### config.mk
export PLATFORM = sky130hd
export DESIGN_NAME = gqtl_back_flat
export DESIGN_NICKNAME = d
export VERILOG_FILES = /design/src/sv/gqtl_pkg.sv /design/src/sv/gqtl_if.sv /design/src/sv/gqtl_back.sv /design/src/flat_wrapper.sv
export SDC_FILE = /design/constraint.sdc
export NUM_CORES = 1
export LEC_CHECK = 0
export BUFFER_PORTS_ARGS = -buffer_cell sky130_fd_sc_hd__buf_2
export CAP_MARGIN = 10
export CORE_ASPECT_RATIO = 0.5
export CORE_UTILIZATION = 45
export DETAILED_ROUTE_END_ITERATION = 8
export PLACE_DENSITY = 0.72
export RECOVER_POWER = 50
export SYNTH_ARGS = -nofsm -noshare
export SYNTH_HDL_FRONTEND = slang
export SYNTH_SLANG_ARGS = --single-unit
export TNS_END_PERCENT = 10
### constraint.sdc
create_clock -name clk_i -period 13.16 [get_ports clk_i]
set_input_delay 1.316 -clock clk_i [delete_from_list [all_inputs] [get_ports clk_i]]
set_output_delay 1.316 -clock clk_i [all_outputs]
set_load 0.03 [all_outputs]
### src/sv/gqtl_pkg.sv
package gqtl_pkg;

  // command codes of an input item
  localparam logic [1:0] CMD_LOAD  = 2'd0;
  localparam logic [1:0] CMD_CHAR  = 2'd1;
  localparam logic [1:0] CMD_START = 2'd2;

  // special character codes
  localparam logic [7:0] CHAR_TAB     = 8'd9;
  localparam logic [7:0] CHAR_NEWLINE = 8'd10;
  localparam int unsigned CHAR_FIRST  = 32;

  localparam int unsigned TEX_W = 17;
  localparam int unsigned POS_W = 32;
  localparam int unsigned QUAD_W = 16;

  // work kinds handed from the front end to the back end
  typedef enum logic [1:0] {
    OP_GLYPH,
    OP_BAD,
    OP_START,
    OP_NEWLINE
  } op_e;

  // one glyph table entry
  typedef struct packed {
    logic        [TEX_W-1:0] tex_left;
    logic        [TEX_W-1:0] tex_top;
    logic        [TEX_W-1:0] tex_right;
    logic        [TEX_W-1:0] tex_bottom;
    logic signed [POS_W-1:0] box_x0;
    logic signed [POS_W-1:0] box_y0;
    logic signed [POS_W-1:0] box_x1;
    logic signed [POS_W-1:0] box_y1;
    logic signed [POS_W-1:0] advance;
  } glyph_t;

  localparam int unsigned GLYPH_W = $bits(glyph_t);

  // queued work: kind plus the glyph entry read for it
  typedef struct packed {
    op_e    kind;
    glyph_t glyph;
  } op_t;

  // one result item
  typedef struct packed {
    logic signed [POS_W-1:0]  x_left;
    logic signed [POS_W-1:0]  x_right;
    logic signed [POS_W-1:0]  y_lower;
    logic signed [POS_W-1:0]  y_upper;
    logic        [TEX_W-1:0]  u_left;
    logic        [TEX_W-1:0]  v_top;
    logic        [TEX_W-1:0]  u_right;
    logic        [TEX_W-1:0]  v_bottom;
    logic        [QUAD_W-1:0] quad_number;
    logic                     last;
    logic                     bad_char;
  } res_t;

  // clamp a 33-bit sum to the signed 32-bit range
  function automatic logic signed [POS_W-1:0] sat33(input logic signed [POS_W:0] s);
    logic signed [POS_W-1:0] r;
    if (s[POS_W] != s[POS_W-1]) begin
      r = s[POS_W] ? {1'b1, {(POS_W-1){1'b0}}} : {1'b0, {(POS_W-1){1'b1}}};
    end else begin
      r = s[POS_W-1:0];
    end
    return r;
  endfunction

  function automatic logic signed [POS_W-1:0] sat_add(input logic signed [POS_W-1:0] a,
                                                      input logic signed [POS_W-1:0] b);
    logic signed [POS_W:0] s;
    s = {a[POS_W-1], a} + {b[POS_W-1], b};
    return sat33(s);
  endfunction

  function automatic logic signed [POS_W-1:0] sat_sub(input logic signed [POS_W-1:0] a,
                                                      input logic signed [POS_W-1:0] b);
    logic signed [POS_W:0] s;
    s = {a[POS_W-1], a} - {b[POS_W-1], b};
    return sat33(s);
  endfunction

endpackage

### src/sv/gqtl_if.sv


// result quad channel
interface gqtl_quad_if;
  logic        valid;
  logic        ready;
  logic signed [31:0] x_left;
  logic signed [31:0] x_right;
  logic signed [31:0] y_lower;
  logic signed [31:0] y_upper;
  logic [16:0] u_left;
  logic [16:0] v_top;
  logic [16:0] u_right;
  logic [16:0] v_bottom;
  logic [15:0] quad_number;
  logic        last;
  logic        bad_char;

  modport source (
    output valid, x_left, x_right, y_lower, y_upper, u_left, v_top, u_right, v_bottom,
           quad_number, last, bad_char,
    input  ready
  );
  modport sink (
    input  valid, x_left, x_right, y_lower, y_upper, u_left, v_top, u_right, v_bottom,
           quad_number, last, bad_char,
    output ready
  );
endinterface

### src/sv/gqtl_back.sv
module gqtl_back #(
  parameter int unsigned TAB_STOP = 4,
  parameter int unsigned FRAC_BITS = 16,
  localparam int unsigned CW = (TAB_STOP > 1) ? $clog2(TAB_STOP) : 1
) (
  input  logic          clk_i,
  input  logic          rst_ni,
  input  logic          push_valid_i,
  output logic          push_ready_o,
  input  gqtl_pkg::op_t push_op_i,
  input  logic [CW-1:0] push_last_i,
  gqtl_quad_if.source   quad_o
);

  localparam logic signed [31:0] PenOne = 32'(64'd1 << FRAC_BITS);

  // two-entry queue between front and back
  gqtl_pkg::op_t  ent_q  [2];
  logic [CW-1:0]  elast_q [2];
  logic           wr_ptr_q, rd_ptr_q;
  logic [1:0]     cnt_q;
  logic           push, pop, head_v;
  gqtl_pkg::op_t  head;
  logic [CW-1:0]  head_last;

  logic signed [31:0] pen_x_d, pen_x_q;
  logic signed [31:0] pen_y_d, pen_y_q;
  logic [15:0]        quad_d, quad_q;
  logic [CW-1:0]      rep_d, rep_q;
  logic               can_emit, emit;
  logic               out_v_q;
  gqtl_pkg::res_t     res_d, res_q;

  assign push_ready_o = cnt_q != 2'd2;
  assign push         = push_valid_i && push_ready_o;
  assign head_v       = cnt_q != 2'd0;
  assign head         = ent_q[rd_ptr_q];
  assign head_last    = elast_q[rd_ptr_q];
  assign can_emit     = !out_v_q || quad_o.ready;

  // queue storage
  always_ff @(posedge clk_i) begin
    if (push) begin
      ent_q[wr_ptr_q]   <= push_op_i;
      elast_q[wr_ptr_q] <= push_last_i;
    end
  end

  always_ff @(posedge clk_i or negedge rst_ni) begin
    if (!rst_ni) begin
      wr_ptr_q <= 1'b0;
      rd_ptr_q <= 1'b0;
      cnt_q    <= 2'd0;
    end else begin
      if (push) begin
        wr_ptr_q <= !wr_ptr_q;
      end
      if (pop) begin
        rd_ptr_q <= !rd_ptr_q;
      end
      cnt_q <= cnt_q + {1'b0, push} - {1'b0, pop};
    end
  end

  // carry out the head of the queue
  always_comb begin
    pop     = 1'b0;
    emit    = 1'b0;
    pen_x_d = pen_x_q;
    pen_y_d = pen_y_q;
    quad_d  = quad_q;
    rep_d   = rep_q;
    res_d   = '0;
    if (head_v) begin
      unique case (head.kind)
        gqtl_pkg::OP_GLYPH: begin
          if (can_emit) begin
            emit              = 1'b1;
            res_d.x_left      = gqtl_pkg::sat_add(pen_x_q, head.glyph.box_x0);
            res_d.x_right     = gqtl_pkg::sat_add(pen_x_q, head.glyph.box_x1);
            res_d.y_lower     = gqtl_pkg::sat_sub(pen_y_q, head.glyph.box_y1);
            res_d.y_upper     = gqtl_pkg::sat_sub(pen_y_q, head.glyph.box_y0);
            res_d.u_left      = head.glyph.tex_left;
            res_d.v_top       = head.glyph.tex_top;
            res_d.u_right     = head.glyph.tex_right;
            res_d.v_bottom    = head.glyph.tex_bottom;
            res_d.quad_number = quad_q;
            res_d.last        = rep_q == head_last;
            quad_d            = quad_q + 16'd1;
            pen_x_d           = gqtl_pkg::sat_add(pen_x_q, head.glyph.advance);
            if (rep_q == head_last) begin
              pop   = 1'b1;
              rep_d = '0;
            end else begin
              rep_d = rep_q + CW'(1);
            end
          end
        end
        gqtl_pkg::OP_BAD: begin
          if (can_emit) begin
            emit           = 1'b1;
            pop            = 1'b1;
            res_d.last     = 1'b1;
            res_d.bad_char = 1'b1;
          end
        end
        gqtl_pkg::OP_START: begin
          pop     = 1'b1;
          pen_x_d = '0;
          pen_y_d = PenOne;
          quad_d  = '0;
        end
        gqtl_pkg::OP_NEWLINE: begin
          pop     = 1'b1;
          pen_x_d = '0;
          pen_y_d = gqtl_pkg::sat_sub(pen_y_q, PenOne);
        end
      endcase
    end
  end

  // pen state and output register
  always_ff @(posedge clk_i or negedge rst_ni) begin
    if (!rst_ni) begin
      pen_x_q <= '0;
      pen_y_q <= PenOne;
      quad_q  <= '0;
      rep_q   <= '0;
      out_v_q <= 1'b0;
    end else begin
      pen_x_q <= pen_x_d;
      pen_y_q <= pen_y_d;
      quad_q  <= quad_d;
      rep_q   <= rep_d;
      if (emit) begin
        out_v_q <= 1'b1;
      end else if (quad_o.ready) begin
        out_v_q <= 1'b0;
      end
    end
  end

  always_ff @(posedge clk_i) begin
    if (emit) begin
      res_q <= res_d;
    end
  end

  assign quad_o.valid       = out_v_q;
  assign quad_o.x_left      = res_q.x_left;
  assign quad_o.x_right     = res_q.x_right;
  assign quad_o.y_lower     = res_q.y_lower;
  assign quad_o.y_upper     = res_q.y_upper;
  assign quad_o.u_left      = res_q.u_left;
  assign quad_o.v_top       = res_q.v_top;
  assign quad_o.u_right     = res_q.u_right;
  assign quad_o.v_bottom    = res_q.v_bottom;
  assign quad_o.quad_number = res_q.quad_number;
  assign quad_o.last        = res_q.last;
  assign quad_o.bad_char    = res_q.bad_char;

endmodule

### src/flat_wrapper.sv
// flat-port wrapper written by rule: the top's interface ports become plain ports
module gqtl_back_flat 
#(
  parameter int unsigned TAB_STOP = 4,
  parameter int unsigned FRAC_BITS = 16,
  localparam int unsigned CW = (TAB_STOP > 1) ? $clog2(TAB_STOP) : 1
)
  (clk_i, rst_ni, push_valid_i, push_ready_o, push_op_i, push_last_i, quad_o_valid, quad_o_x_left, quad_o_x_right, quad_o_y_lower, quad_o_y_upper, quad_o_u_left, quad_o_v_top, quad_o_u_right, quad_o_v_bottom, quad_o_quad_number, quad_o_last, quad_o_bad_char, quad_o_ready);
  gqtl_quad_if quad_o_i ();
  input  logic clk_i;
  input  logic rst_ni;
  input  logic push_valid_i;
  output logic push_ready_o;
  input  gqtl_pkg::op_t push_op_i;
  input  logic [CW-1:0] push_last_i;
  output wire logic [$bits(quad_o_i.valid)-1:0] quad_o_valid;
  output wire logic [$bits(quad_o_i.x_left)-1:0] quad_o_x_left;
  output wire logic [$bits(quad_o_i.x_right)-1:0] quad_o_x_right;
  output wire logic [$bits(quad_o_i.y_lower)-1:0] quad_o_y_lower;
  output wire logic [$bits(quad_o_i.y_upper)-1:0] quad_o_y_upper;
  output wire logic [$bits(quad_o_i.u_left)-1:0] quad_o_u_left;
  output wire logic [$bits(quad_o_i.v_top)-1:0] quad_o_v_top;
  output wire logic [$bits(quad_o_i.u_right)-1:0] quad_o_u_right;
  output wire logic [$bits(quad_o_i.v_bottom)-1:0] quad_o_v_bottom;
  output wire logic [$bits(quad_o_i.quad_number)-1:0] quad_o_quad_number;
  output wire logic [$bits(quad_o_i.last)-1:0] quad_o_last;
  output wire logic [$bits(quad_o_i.bad_char)-1:0] quad_o_bad_char;
  input wire logic [$bits(quad_o_i.ready)-1:0] quad_o_ready;
  assign quad_o_valid = quad_o_i.valid;
  assign quad_o_x_left = quad_o_i.x_left;
  assign quad_o_x_right = quad_o_i.x_right;
  assign quad_o_y_lower = quad_o_i.y_lower;
  assign quad_o_y_upper = quad_o_i.y_upper;
  assign quad_o_u_left = quad_o_i.u_left;
  assign quad_o_v_top = quad_o_i.v_top;
  assign quad_o_u_right = quad_o_i.u_right;
  assign quad_o_v_bottom = quad_o_i.v_bottom;
  assign quad_o_quad_number = quad_o_i.quad_number;
  assign quad_o_last = quad_o_i.last;
  assign quad_o_bad_char = quad_o_i.bad_char;
  assign quad_o_i.ready = quad_o_ready;
  gqtl_back #(.TAB_STOP(TAB_STOP), .FRAC_BITS(FRAC_BITS)) u_core (.clk_i(clk_i), .rst_ni(rst_ni), .push_valid_i(push_valid_i), .push_ready_o(push_ready_o), .push_op_i(push_op_i), .push_last_i(push_last_i), .quad_o(quad_o_i));
endmodule
==> metrics.md <==
| Metric | Value |
|---|---|
| List of most frequent post-synthesis cells | edfxtp_1 (678), nor2_1 (195), ha_1 (165) |
| Main synth FF type | edfxtp_1 |
| Antenna Violating Nets Remaining | 0 |
| CTS buffer count | 71 |
| Crit path launch | u_core.rd_ptr_q |
| Starting Density | a little under half |
| I/O pin cnt | 452 |
| Top cells by area, synth | edfxtp_1 (56%), ha_1 (5.7%), dfrtp_1 (4.9%) |
| Drt total wl | 89.9 mm |
| WP data required | 13470 ps |
| Clk root buf | clkbuf_16 |
| Rel. slew slack | -139% |
| Violated checks | max-capacitance violations, max-slew violations |
| Post-CTS Setup Inserts | 0 |
| R2r setup slk | 5390 ps |
| Critical path startpoint category | flip-flop |
| CP peak stage delay | 1720 ps |
| Max IR drop VDD | between 150 and 200 uV |
| Worst hold path type | reg2reg |
| Pleak | 16.3 nW |
| Resize count post-CTS | 0 |
| Most common cell in the netlist | edfxtp_1 |
| Part of the cycle the worst path needs | 59.0% |
| Clk pin slew, worst setup/hold paths | about 70 ps |
| Via density | 5.59 |
| RSZ-0062 raised after global routing | false |
| Cell taking the most area after synthesis | edfxtp_1 |
| Max-cap violations | 3 |
| Most used cell, CP | mux2i_1 |
| P_int | 6.40 mW |
| Crit path to | u_core.quad_o.y_lower[24] |
| Psw | between 4 and 5 mW |
| Worst EP arrival | 8080 ps |
| Setup TNS | 0 ps |
| NumNets Final | 3560 |
| DIE WIDTH | 403 um |
| Placer Congestion | 0.925 |
| Final min period | 7770 ps |
| Die area | approximately 0.081 sq mm |
| Crit-path max FO | 112 |
| Fill cell count | roughly 6800 |
| WL/cell | 21.1 um |
| Sequential share of the synthesized area | ~61% |
| Kind of critical path | reg2reg |
| Fraction of layout cells with a size suffix above 1 | 15.9% |
| Register Area | 0.0222 sq mm |
| Drt first pass iters | 5 |
| Clock Skews | 19.5 ps |
| Core Area | ~0.08 sq mm |
| First-pass GRT wire length | about 140 mm |
| Syn. warnings | 0 |
| DRC Markers | 0 |
| Clock sinks | 750 |
| Flop pwr share | approximately a third |
| Htree depth | 3 |
| Total congestion overflow | 0 |
| Initial antenna violation count | 12 |
| Gate Count Post-Synth | 2713 |
| I/O Buffers | 451 |
| Die Ht | 202 um |
| Largest net degree at the start of global routing | 163 |
| Worst slew pin tran | 3590 ps |
| Worst skew pair latency | 640 ps |
| Drt initial violations | roughly 1700 |
| FFs w/ async S/R, synth | 9.60% |
| Maximum clock frequency | ~130 MHz |
| Final Hold Vio Count | 0 |
| FF+latch count, synth | 750 |
| Cell breakdown of the critical path | clkbuf_1 > buf_12 > buf_4 > mux2i_1 > ha_1 > or3_1 > o21bai_1 > a2111oi_2 > o31a_1 > or4_1 > a21boi_0 > mux2i_1 > nand2b_1 > o21ai_0 |
| Global Route Usage Sum | 21.5% |
| Area delta synth->final | 15.0% |
| Reg2reg end | u_core.quad_o.y_lower[24] |
| Post-DP HPWL | 63.8 mm |
| Std cell rows | 73 |
| Vias in the first global route | 23353 |
| Multi-input gate area | 0.0134 sq mm |
| Mean Syn Cell Area | 13.3 sq um |
| Final setup vio count | 0 |
| CP max-delay cell | clkbuf_1 |
| Post-Syn Area | 0.0361 sq mm |
| Pwr/cell area | 261 mW/mm^2 |
| Sw Ratio | 40.9% |
| Mapped Nets | roughly 3100 |
| Clock power share | 18.9% |
| Final instance area | 0.0415 sq mm |
| Synth cell types | 89 |
| Worst setup EP type | flip-flop |
| R2R depth | 14 |
| Placed Instance Area | 0.0395 sq mm |
| Outcome | complete, but fails checks |
| CTS Buffer Depth | 3 |
| Logic pwr share | 46.1% |
| Fin. max-slew vios | 165 |
| Worst r2r src | u_core.rd_ptr_q |
| Vias | 23861 |
| Post-CTS Hold Buffers | 0 |
| CTS tree | done |
| EDFF count, synth | 678 |
| Yosys top cell area share | 56.4% |
==> area by class of cell <==
cell class / count / area share [%]
Clock inverter: 36 / 0.841
Timing Repair Buffer: 475 / 5.25
Antenna cell: 10 / 0.0603
Sequential cell: 750 / 53.4
Inverter: 53 / 0.497
Multi-Input combinational cell: 1803 / 32.2
Clock buffer: 91 / 4.66
Tap cell: 1050 / 3.16
==> power by group through the flow <==
stage / sequential (mW) / combinational, mW / clock, mW
detailed placement: 3.84 / 5.00 / 0
CTS: 3.80 / 5.02 / 2.08
finish: 3.80 / 4.99 / 2.04
floorplan: 4.44 / 3.18 / 0
global placement: 3.82 / 4.92 / 0
global route: 3.86 / 5.43 / 2.17
==> placed cells by master (no fill, tap or decap), types with 64 or more instances in the layout <==
cell / netlist / routed
clkbuf_16: 0 / 73
mux2_2: 101 / 101
clkbuf_1: 75 / 232
mux2i_1: 144 / 142
edfxtp_1: 678 / 678
buf_2: 13 / 236
a21o_1: 96 / 96
dfrtp_1: 71 / 70
ha_1: 165 / 165
xnor2_1: 76 / 76
a21oi_1: 146 / 146
o21ai_0: 150 / 150
nand2_1: 119 / 118
nor2_1: 195 / 194
xor2_1: 64 / 64
==> sequential cells by signal, indices dropped and copies added (netlist names), 17 cells and up <==
name and count:
u_core.ent_q 460, u_core.pen_x_q 32, u_core.quad_o.x_left 32, u_core.quad_o.x_right 32, u_core.quad_o.y_lower 32, u_core.quad_o.y_upper 32
u_core.pen_y_q 17, u_core.quad_o.u_left 17, u_core.quad_o.u_right 17, u_core.quad_o.v_bottom 17, u_core.quad_o.v_top 17
==> how the worst min path moves through the flow <==
stage                        startpoint                   to  cells after the start
floorplan               u_core.wr_ptr_q      u_core.wr_ptr_q                      1
detailed placement  u_core.quad_o.valid  u_core.quad_o.valid                      2
global route            u_core.rep_q[1]      u_core.rep_q[1]                      1
CTS                              rst_ni   u_core.pen_x_q[12]                      1
finish                  u_core.rep_q[1]      u_core.rep_q[1]                      1
global placement    u_core.quad_o.valid  u_core.quad_o.valid                      2
==> metrics by stage <==
stage	setup WS (ps)	hold slack [ps]	util (%)	instances	power [mW]
global route	4890	532	52.3	4266	11.5
floorplan	1300	461	-	2713	7.62
CTS	6590	482	52.6	4257	10.9
finish	5390	516	52.3	4268	10.8
detailed placement	6630	506	49.7	4130	8.84
global placement	6790	495	49.7	4130	8.74
==> layer usage <==
layer	wire length [um]	share of wire, %	vias up	global-route usage (%)
met5	22	0.024	-	0
met4	2290	2.5	4	6.50
met3	3550	3.9	128	3.59
met2	45800	51	496	37.4
met1	38300	43	11860	27.5
li1	-	-	11373	-
==> cell families after synthesis <==
logic type / after synthesis / synth area share [%]
adder cells (fa/ha/maj): 171 / 6.02
buffers and inverters: 160 / 1.77
AO/OA/AOI/OAI: 696 / 12.9
multiplexers: 245 / 7.14
XOR/XNOR: 140 / 3.39
flip-flops: 750 / 61.4
AND/OR/NAND/NOR: 551 / 7.38
==> critical path, delay by kind of cell (launching register included) <==
family / cells / cell delay [ps]
AO/OA/AOI/OAI: 5 / 1370
adder cells (fa/ha/maj): 1 / 250
buffers and inverters: 3 / 3030
multiplexers: 2 / 490
flip-flops: 1 / 710
AND/OR/NAND/NOR: 3 / 1380
Note: power is estimated with default switching activity, not from simulation.
